File: config.mk
export PLATFORM = sky130hd
export DESIGN_NAME = usb_control_request_decoder
export DESIGN_NICKNAME = d
export VERILOG_FILES = /design/src/hw/rtl/ucrd_pkg.sv /design/src/hw/rtl/ucrd_decode.sv /design/src/hw/rtl/usb_control_request_decoder.sv
export SDC_FILE = /design/constraint.sdc
export NUM_CORES = 1
export LEC_CHECK = 0
export BUFFER_PORTS_ARGS = -buffer_cell sky130_fd_sc_hd__buf_2
export CORE_MARGIN = 1.5
export CORE_UTILIZATION = 45
export CTS_BUF_LIST = sky130_fd_sc_hd__clkbuf_4 sky130_fd_sc_hd__clkbuf_8
export DETAILED_ROUTE_END_ITERATION = 6
export GPL_ROUTABILITY_DRIVEN = 0
export PLACE_DENSITY = 0.71
export SYNTH_ARGS = -nofsm -noshare
export SYNTH_HDL_FRONTEND = slang
export SYNTH_SLANG_ARGS = --single-unit
File: constraint.sdc
create_clock -name clk -period 3.93 [get_ports clk]
set_clock_uncertainty 0.05 [all_clocks]
set_input_delay 0.5895 -clock clk [delete_from_list [all_inputs] [get_ports clk]]
set_output_delay 0.5895 -clock clk [all_outputs]
set_load 0.1 [all_outputs]
File: src/hw/rtl/ucrd_pkg.sv
// Types, request codes and buffer constants for the USB control request decoder.
`timescale 1ns / 1ps
`default_nettype none

package ucrd_pkg;

	// bmRequestType bits 6:5
	localparam logic [1:0] KIND_STANDARD = 2'd0;
	localparam logic [1:0] KIND_CLASS    = 2'd1;

	// standard requests
	localparam logic [7:0] REQ_GET_STATUS        = 8'h00;
	localparam logic [7:0] REQ_SET_ADDRESS       = 8'h05;
	localparam logic [7:0] REQ_GET_DESCRIPTOR    = 8'h06;
	localparam logic [7:0] REQ_GET_CONFIGURATION = 8'h08;
	localparam logic [7:0] REQ_SET_CONFIGURATION = 8'h09;
	localparam logic [7:0] REQ_GET_INTERFACE     = 8'h0A;
	localparam logic [7:0] REQ_SET_INTERFACE     = 8'h0B;

	// CDC ACM class requests
	localparam logic [7:0] REQ_SEND_ENCAP        = 8'h00;
	localparam logic [7:0] REQ_GET_ENCAP         = 8'h01;
	localparam logic [7:0] REQ_SET_LINE_CODING   = 8'h20;
	localparam logic [7:0] REQ_GET_LINE_CODING   = 8'h21;
	localparam logic [7:0] REQ_SET_CTRL_LINE     = 8'h22;
	localparam logic [7:0] REQ_SEND_BREAK        = 8'h23;

	// descriptor types (wValue high byte)
	localparam logic [7:0] DESC_DEVICE    = 8'h01;
	localparam logic [7:0] DESC_CONFIG    = 8'h02;
	localparam logic [7:0] DESC_STRING    = 8'h03;
	localparam logic [7:0] DESC_QUALIFIER = 8'h06;
	localparam logic [7:0] NUM_STRINGS    = 8'd4;

	// response buffer ids
	localparam logic [3:0] BUF_NONE        = 4'd0;
	localparam logic [3:0] BUF_USB_STATUS  = 4'd1;
	localparam logic [3:0] BUF_DEV_STATUS  = 4'd2;
	localparam logic [3:0] BUF_DEV_DESC    = 4'd3;
	localparam logic [3:0] BUF_CONFIG      = 4'd4;
	localparam logic [3:0] BUF_QUALIFIER   = 4'd5;
	localparam logic [3:0] BUF_STRING0     = 4'd6;
	localparam logic [3:0] BUF_INTERFACE   = 4'd10;
	localparam logic [3:0] BUF_LINE_CODING = 4'd11;

	// buffer sizes in bytes
	localparam logic [6:0] SIZE_USB_STATUS  = 7'd2;
	localparam logic [6:0] SIZE_DEV_DESC    = 7'd18;
	localparam logic [6:0] SIZE_CONFIG      = 7'd67;
	localparam logic [6:0] SIZE_QUALIFIER   = 7'd10;
	localparam logic [6:0] SIZE_ONE_BYTE    = 7'd1;
	localparam logic [6:0] SIZE_LINE_CODING = 7'd7;

	typedef struct packed {
		logic [6:0] dev_addr;
		logic       config_sel;
		logic [7:0] alt_setting;
	} dev_state_t;

	typedef struct packed {
		logic       stall;
		logic [3:0] buffer_id;
		logic       prime_out;
		logic [6:0] out_length;
		logic       prime_in;
		logic [6:0] in_length;
		logic       start_eps;
	} reply_t;

	// string descriptor sizes, index 0..3
	function automatic logic [6:0] string_size(input logic [1:0] idx);
		logic [6:0] sz;
		case (idx)
			2'd0:    sz = 7'd4;
			2'd1:    sz = 7'd10;
			2'd2:    sz = 7'd12;
			default: sz = 7'd16;
		endcase
		return sz;
	endfunction

	// min(asked, size)
	function automatic logic [6:0] clamp_len(input logic [15:0] asked, input logic [6:0] size);
		return (asked > {9'd0, size}) ? size : asked[6:0];
	endfunction

endpackage

`default_nettype wire

File: src/hw/rtl/ucrd_decode.sv
// Combinational decode of one setup packet against the current device state.
`timescale 1ns / 1ps
`default_nettype none

module ucrd_decode (
	input  wire logic [7:0]         request_type,
	input  wire logic [7:0]         request_code,
	input  wire logic [15:0]        request_value,
	input  wire logic [15:0]        request_length,
	input  wire ucrd_pkg::dev_state_t state_cur,
	output ucrd_pkg::dev_state_t    state_nxt,
	output ucrd_pkg::reply_t        reply
);

	logic [1:0] kind;
	logic [7:0] dtype;
	logic [7:0] sidx;
	logic       stall;
	logic       start;
	logic [3:0] buf_id;
	logic [6:0] olen;
	logic [6:0] ilen;

	assign kind  = request_type[6:5];
	assign dtype = request_value[15:8];
	assign sidx  = request_value[7:0];

	// request decode and state update
	always_comb begin
		stall     = 1'b0;
		start     = 1'b0;
		buf_id    = ucrd_pkg::BUF_NONE;
		olen      = 7'd0;
		ilen      = 7'd0;
		state_nxt = state_cur;
		if (kind == ucrd_pkg::KIND_STANDARD) begin
			case (request_code)
				ucrd_pkg::REQ_GET_STATUS: begin
					buf_id = ucrd_pkg::BUF_USB_STATUS;
					ilen   = ucrd_pkg::clamp_len(request_length, ucrd_pkg::SIZE_USB_STATUS);
				end
				ucrd_pkg::REQ_SET_ADDRESS: begin
					state_nxt.dev_addr = request_value[6:0];
					buf_id = ucrd_pkg::BUF_DEV_STATUS;
				end
				ucrd_pkg::REQ_GET_DESCRIPTOR: begin
					if (dtype == ucrd_pkg::DESC_DEVICE) begin
						buf_id = ucrd_pkg::BUF_DEV_DESC;
						ilen   = ucrd_pkg::clamp_len(request_length, ucrd_pkg::SIZE_DEV_DESC);
					end else if (dtype == ucrd_pkg::DESC_CONFIG) begin
						buf_id = ucrd_pkg::BUF_CONFIG;
						ilen   = ucrd_pkg::clamp_len(request_length, ucrd_pkg::SIZE_CONFIG);
					end else if (dtype == ucrd_pkg::DESC_QUALIFIER) begin
						buf_id = ucrd_pkg::BUF_QUALIFIER;
						ilen   = ucrd_pkg::clamp_len(request_length, ucrd_pkg::SIZE_QUALIFIER);
					end else if (dtype == ucrd_pkg::DESC_STRING && sidx < ucrd_pkg::NUM_STRINGS) begin
						buf_id = ucrd_pkg::BUF_STRING0 + {2'd0, sidx[1:0]};
						ilen   = ucrd_pkg::clamp_len(request_length,
							ucrd_pkg::string_size(sidx[1:0]));
					end else begin
						stall = 1'b1;
					end
				end
				ucrd_pkg::REQ_GET_CONFIGURATION: begin
					buf_id = ucrd_pkg::BUF_DEV_STATUS;
					ilen   = ucrd_pkg::clamp_len(request_length, ucrd_pkg::SIZE_ONE_BYTE);
				end
				ucrd_pkg::REQ_SET_CONFIGURATION: begin
					if (request_value > 16'd1) begin
						stall = 1'b1;
					end else begin
						start = request_value[0];
						state_nxt.config_sel = request_value[0];
						buf_id = ucrd_pkg::BUF_DEV_STATUS;
					end
				end
				ucrd_pkg::REQ_GET_INTERFACE: begin
					buf_id = ucrd_pkg::BUF_INTERFACE;
					ilen   = ucrd_pkg::clamp_len(request_length, ucrd_pkg::SIZE_ONE_BYTE);
				end
				ucrd_pkg::REQ_SET_INTERFACE: begin
					state_nxt.alt_setting = request_value[7:0];
					buf_id = ucrd_pkg::BUF_INTERFACE;
				end
				default: stall = 1'b1;
			endcase
		end else if (kind == ucrd_pkg::KIND_CLASS) begin
			case (request_code)
				ucrd_pkg::REQ_SEND_ENCAP, ucrd_pkg::REQ_GET_ENCAP: begin
					buf_id = ucrd_pkg::BUF_NONE;
				end
				ucrd_pkg::REQ_SET_LINE_CODING: begin
					buf_id = ucrd_pkg::BUF_LINE_CODING;
					olen   = ucrd_pkg::SIZE_LINE_CODING;
				end
				ucrd_pkg::REQ_GET_LINE_CODING: begin
					buf_id = ucrd_pkg::BUF_LINE_CODING;
					ilen   = ucrd_pkg::SIZE_LINE_CODING;
				end
				ucrd_pkg::REQ_SET_CTRL_LINE, ucrd_pkg::REQ_SEND_BREAK: begin
					buf_id = ucrd_pkg::BUF_LINE_CODING;
				end
				default: stall = 1'b1;
			endcase
		end else begin
			// vendor and reserved
			stall = 1'b1;
		end
	end

	// a stall clears the reply and leaves state untouched (no state change was made above)
	always_comb begin
		reply.stall      = stall;
		reply.buffer_id  = stall ? ucrd_pkg::BUF_NONE : buf_id;
		reply.out_length = stall ? 7'd0 : olen;
		reply.in_length  = stall ? 7'd0 : ilen;
		reply.prime_out  = !stall && (olen != 7'd0);
		reply.prime_in   = !stall && (ilen != 7'd0);
		reply.start_eps  = !stall && start;
	end

endmodule

`default_nettype wire

File: src/hw/rtl/usb_control_request_decoder.sv
// Top level: input register, request decode, device state and result register.
`timescale 1ns / 1ps
`default_nettype none

// Decodes one USB setup packet per beat into a control-endpoint reply: stall,
// response buffer id, OUT/IN data stage primes and lengths (IN clamped to the
// buffer size), plus the device address, configuration and alternate setting
// after the request. An accepted beat lands in an input register, is decoded
// combinationally and is written to the result register when that register
// is empty or being read out. One beat is taken every cycle
// while the result side keeps up. The device state registers update when a
// beat moves into the result register, so each beat sees the effect of every
// beat before it. request_index is not used by any supported request.
module usb_control_request_decoder (
	input  wire logic        clk,
	input  wire logic        arst_n,
	input  wire logic        in_valid,
	output logic             in_ready,
	input  wire logic [3:0]  endpoint_num,
	input  wire logic [7:0]  request_type,
	input  wire logic [7:0]  request_code,
	input  wire logic [15:0] request_value,
	input  wire logic [15:0] request_index,
	input  wire logic [15:0] request_length,
	output logic             out_valid,
	input  wire logic        out_ready,
	output logic [3:0]       reply_endpoint,
	output logic             stall_res,
	output logic [3:0]       buffer_id,
	output logic             prime_out,
	output logic [6:0]       out_length,
	output logic             prime_in,
	output logic [6:0]       in_length,
	output logic             start_data_endpoints,
	output logic [6:0]       device_address_now,
	output logic             configuration_now,
	output logic [7:0]       alt_setting_now
);

	logic        valid_s1;
	logic [3:0]  ep_s1;
	logic [7:0]  type_s1;
	logic [7:0]  code_s1;
	logic [15:0] value_s1;
	logic [15:0] length_s1;

	logic             valid_s2;
	logic [3:0]       ep_s2;
	ucrd_pkg::reply_t reply_s2;

	ucrd_pkg::dev_state_t state_q;
	ucrd_pkg::dev_state_t state_nxt;
	ucrd_pkg::reply_t     reply_d;
	logic                 adv_s2;
	logic                 in_fire;

	// flow control
	assign adv_s2   = valid_s1 && (!valid_s2 || out_ready);
	assign in_ready = !valid_s1 || adv_s2;
	assign in_fire  = in_valid && in_ready;

	// input register
	always_ff @(posedge clk or negedge arst_n) begin
		if (!arst_n) begin
			valid_s1 <= 1'b0;
		end else if (in_ready) begin
			valid_s1 <= in_valid;
		end
	end

	always_ff @(posedge clk) begin
		if (in_fire) begin
			ep_s1     <= endpoint_num;
			type_s1   <= request_type;
			code_s1   <= request_code;
			value_s1  <= request_value;
			length_s1 <= request_length;
		end
	end

	ucrd_decode u_decode (
		.request_type   (type_s1),
		.request_code   (code_s1),
		.request_value  (value_s1),
		.request_length (length_s1),
		.state_cur      (state_q),
		.state_nxt      (state_nxt),
		.reply          (reply_d)
	);

	// device state, committed as the beat moves to the result register
	always_ff @(posedge clk or negedge arst_n) begin
		if (!arst_n) begin
			state_q <= '0;
		end else if (adv_s2) begin
			state_q <= state_nxt;
		end
	end

	// result register
	always_ff @(posedge clk or negedge arst_n) begin
		if (!arst_n) begin
			valid_s2 <= 1'b0;
		end else if (adv_s2) begin
			valid_s2 <= 1'b1;
		end else if (out_ready) begin
			valid_s2 <= 1'b0;
		end
	end

	always_ff @(posedge clk) begin
		if (adv_s2) begin
			ep_s2    <= ep_s1;
			reply_s2 <= reply_d;
		end
	end

	assign out_valid            = valid_s2;
	assign reply_endpoint       = ep_s2;
	assign stall_res            = reply_s2.stall;
	assign buffer_id            = reply_s2.buffer_id;
	assign prime_out            = reply_s2.prime_out;
	assign out_length           = reply_s2.out_length;
	assign prime_in             = reply_s2.prime_in;
	assign in_length            = reply_s2.in_length;
	assign start_data_endpoints = reply_s2.start_eps;
	assign device_address_now   = state_q.dev_addr;
	assign configuration_now    = state_q.config_sel;
	assign alt_setting_now      = state_q.alt_setting;

	// a stalled reply carries no buffer and primes nothing
	a_stall_clean: assert property (@(posedge clk) disable iff (!arst_n)
		(valid_s2 && reply_s2.stall) |->
		(!reply_s2.prime_in && !reply_s2.prime_out && reply_s2.buffer_id == ucrd_pkg::BUF_NONE
		 && !reply_s2.start_eps))
		else $error("stalled reply not cleared");

	// primes follow the stage lengths
	a_prime_len: assert property (@(posedge clk) disable iff (!arst_n)
		valid_s2 |-> ((reply_s2.prime_in == (reply_s2.in_length != 7'd0)) &&
		              (reply_s2.prime_out == (reply_s2.out_length != 7'd0))))
		else $error("prime flag disagrees with length");

	// endpoint start only with configuration 1 selected
	a_start_cfg: assert property (@(posedge clk) disable iff (!arst_n)
		(valid_s2 && reply_s2.start_eps) |-> state_q.config_sel)
		else $error("start without configuration 1");

	// device state moves only when a beat enters the result register
	a_state_hold: assert property (@(posedge clk) disable iff (!arst_n)
		!adv_s2 |=> $stable(state_q))
		else $error("device state changed without a beat");

	// no new beat is taken while a full input register cannot drain
	a_no_overrun: assert property (@(posedge clk) disable iff (!arst_n)
		(valid_s2 && !out_ready && valid_s1) |-> !in_ready)
		else $error("input register overrun");

endmodule

`default_nettype wire

==> results.cfg <==
[logic_synthesis]
top_flip_flop_cell_by_instance_count_after_synthesis = edfxtp_1
synth.distinct_cells = 58
ys.warnings.count = 0
postSynthRegisterBits = 84
share_of_flip_flops_with_an_asynchronous_set_or_reset = 0.2143
synth_top_cells_by_count = edfxtp_1 (66), nand2_1 (19), dfrtp_1 (18)
syn_area_um2 = 3784
synth.avg_cell_area_um2 = 13.46
synth.yosys.seq_area_share = 0.6429
yosys-top-cells-area = edfxtp_1 (52%), dfrtp_1 (12%), mux2_2 (4.8%)
synth_enable_flop_cells = 66
netlist.area_leader.share = 0.5238
netlist_instances = 281
yosys.cell_count.top_type = edfxtp_1
synth_top_cell_by_area = edfxtp_1

[clock_tree]
clock_tree.buffer_depth = 2
clk_root_buffer_cell = clkbuf_8
clk-insertion-delay-late_ps = 350
post-cts-setup-buffer-count = 0
cts_sinks = 84
clock_pin_transition_on_the_worst_setup_and_hold_timing_paths_ps = 90
cts-htree-levels = 3
cts-hold-fix-buffers = 0
numCtsBuffers = 9
cts_tree = built
post_cts_resize_count = 0

[sta]
finalHoldViolations = 0
achievable-frequency_mhz = 273.9
setup_repair_after_global_routing_missed_its_margin = no
max_slew.worst_pin.slew_ps = 1049
fin_crit_ps = 3651
timing.final.crit_share = 0.9289
slew_violations = 0
fin_setup_tns_ps = 0
setup_violations = 0
slew_margin_rel = 0.3009

[drt]
routed_wl_um = 7399
ant_nets = 0
drt_first_pass_iters = 5
num_vias = 2650
routed_via_density = 5.430
drc_errors = 0
detailedRoute.firstIterationViolations = 206
routed_wire_length_per_instance_um = 15.16

[cells_and_area]
flow.area_growth_from_synthesis_pct = 20.30
nNetsFinal = 459
layout-drive-gt1-share = 0.3629
stdcell_area_um2 = 4552
num-fill-cells = 695
layoutNonFillerInstCount = 488
number_of_diodes = 0

[critical_path]
critical_path_class = flip-flop to flip-flop
critical_path_arrival_ps = 3700
regToRegEndpoint = prime_in$_DFFE_PP_
crit_required_ps = 3980
worstSetupEndpointType = flip-flop
setup.reg_to_reg.worst_slack_ps = 280
r2r_start = value_s1[0]$_DFFE_PP_
path_max_fanout = 7
critical_path.startpoint_type = flip-flop
rr_worst_depth = 11

[power_and_ir_drop]
cellLeakagePower_nw = 1.879
combinationalPowerShare = 0.131
swShare = 0.2750
ir_drop_mv = 0.3730
power.clock.fraction = 0.339
p_seq_frac = 0.529
power.internal_mw = 1.435
net-switching-power_mw = 0.5441
power.density_nw_per_um2 = 434.8

[floorplan]
floorplan.rows = 33
initial_core_util = 0.4628
floorplan.die.width_um = 94.70
io_pins = 116
fp.coreArea_um2 = 8175
design.die.area_um2 = 8967
fp.dieH_um = 94.70

[hold_path]
class_of_the_tightest_hold_or_removal_check = primary input to asynchronous set/reset pin

[global_route]
grt_antenna_before_repair = 0
grt_first_pass_wirelength_um = 11740
globalRouteTotalUtil = 0.1734
grt_max_degree = 47
use_met1 = 0.2253
grt_pass1_vias = 2487
gr-max-usage-layer = met2
residual_overflow_from_global_routing = 0
groute.layer.met2.usage = 0.2655
groute.layer.met3.usage = 0.06280

[flow_run]
cap_violations = 0

[outcome]
outcome = finished, final reports clean

[place]
postPlaceCellArea_um2 = 4332
io_buffers = 89
post-place-cells = 472
dp.final_hpwl_um = 5456
[power by group through the flow]
stage / clock network [mW] / registers [mW] / logic [mW]
4_1_cts: 0.688 / 1.05 / 0.262
6_report: 0.672 / 1.05 / 0.260
5_1_grt: 0.729 / 1.05 / 0.277
2_1_floorplan: 0 / 1.17 / 0.0950
3_5_place_dp: 0 / 1.07 / 0.262
3_3_place_gp: 0 / 1.06 / 0.258
[per-stage QoR]
stage / hold WS (ps) / util / power (mW) / setup slack, ps
floorplan: 243.9 / - / 1.264 / 438.3
global placement: 351.5 / 0.5298 / 1.323 / 322.5
detailed placement: 355.2 / 0.5298 / 1.329 / 265.1
CTS: 106.5 / 0.5568 / 1.997 / 261.2
global route: 117.3 / 0.5568 / 2.059 / 120.4
finish: 114.6 / 0.5568 / 1.979 / 279.3
[cell usage in the layout, fill, tap and decap left out, types with 2 or more instances in the layout]
master and count:
ha_1 9, and2_1 2, conb_1 4, o21bai_1 3, buf_2 89, nor4_1 3, nor2b_1 9, nor2_1 17
clkbuf_8 9, bufinv_16 2, edfxtp_1 66, a211oi_1 2, nand3_1 5, dfrtp_1 18, inv_1 9, buf_4 3
a21oi_1 13, o311ai_0 2, nand2_1 19, o31ai_1 2, a21o_1 2, o21ai_0 11, o211ai_1 4, mux2_2 16
and3_1 2, nand4_1 3, nor3_1 10, or4_1 7, nand2b_1 6
[routing by layer]
layer / share of wire / routed length, um
met5: 0 / 0
met2: 0.47 / 3467
met1: 0.43 / 3187
met3: 0.092 / 683
met4: 0.0081 / 60
[logic make-up after synthesis]
| logic type | share of synthesized area |
|---|---|
| AND/OR/NAND/NOR | 0.1531 |
| flip-flops | 0.6429 |
| AO/OA/AOI/OAI | 0.09888 |
| buffers and inverters | 0.02678 |
| multiplexers | 0.04762 |
| adder cells (fa/ha/maj) | 0.02976 |
| other | 0.0009911 |
[worst max-delay path by stage]
stage,start,endpoint,slack [ps]
floorplan,value_s1[0]$_DFFE_PP_,prime_in$_DFFE_PP_,440
global placement,value_s1[0]$_DFFE_PP_,prime_in$_DFFE_PP_,320
detailed placement,value_s1[0]$_DFFE_PP_,prime_in$_DFFE_PP_,270
CTS,value_s1[0]$_DFFE_PP_,prime_in$_DFFE_PP_,260
global route,value_s1[0]$_DFFE_PP_,prime_in$_DFFE_PP_,120
finish,value_s1[0]$_DFFE_PP_,prime_in$_DFFE_PP_,280
[area by class of cell]
class	count	area [um2]	share of cell area
flip-flops and latches	84	2432	0.5344
clock buffers	10	131.4	0.02886
multi-input cells	181	1262	0.2773
inverters	10	37.54	0.008246
clock inverters	6	88.84	0.01952
well taps	105	131.4	0.02886
repair buffers	92	467.9	0.1028
[worst max-delay path, cell delays in order (launching register included)]
cell      delay, ps
edfxtp_1        390
buf_4           180
ha_1            230
ha_1            270
and4b_1         200
a221oi_1        390
o31ai_1         170
nor2_1          230
a22oi_1         130
o221a_2         260
or4_1           390
or4_1           520
[registers in the layout, indices dropped and copies added (netlist names)]
signal / cells
buffer_id: 4
value_s1: 16
stall_res: 1
start_data_endpoints: 1
length_s1: 16
out_valid: 1
type_s1: 2
out_length: 1
prime_out: 1
ep_s1: 4
prime_in: 1
valid_s1: 1
alt_setting_now: 8
device_address_now: 7
configuration_now: 1
in_length: 7
code_s1: 8
reply_endpoint: 4
No activity file was read; power rests on OpenSTA's default activity.
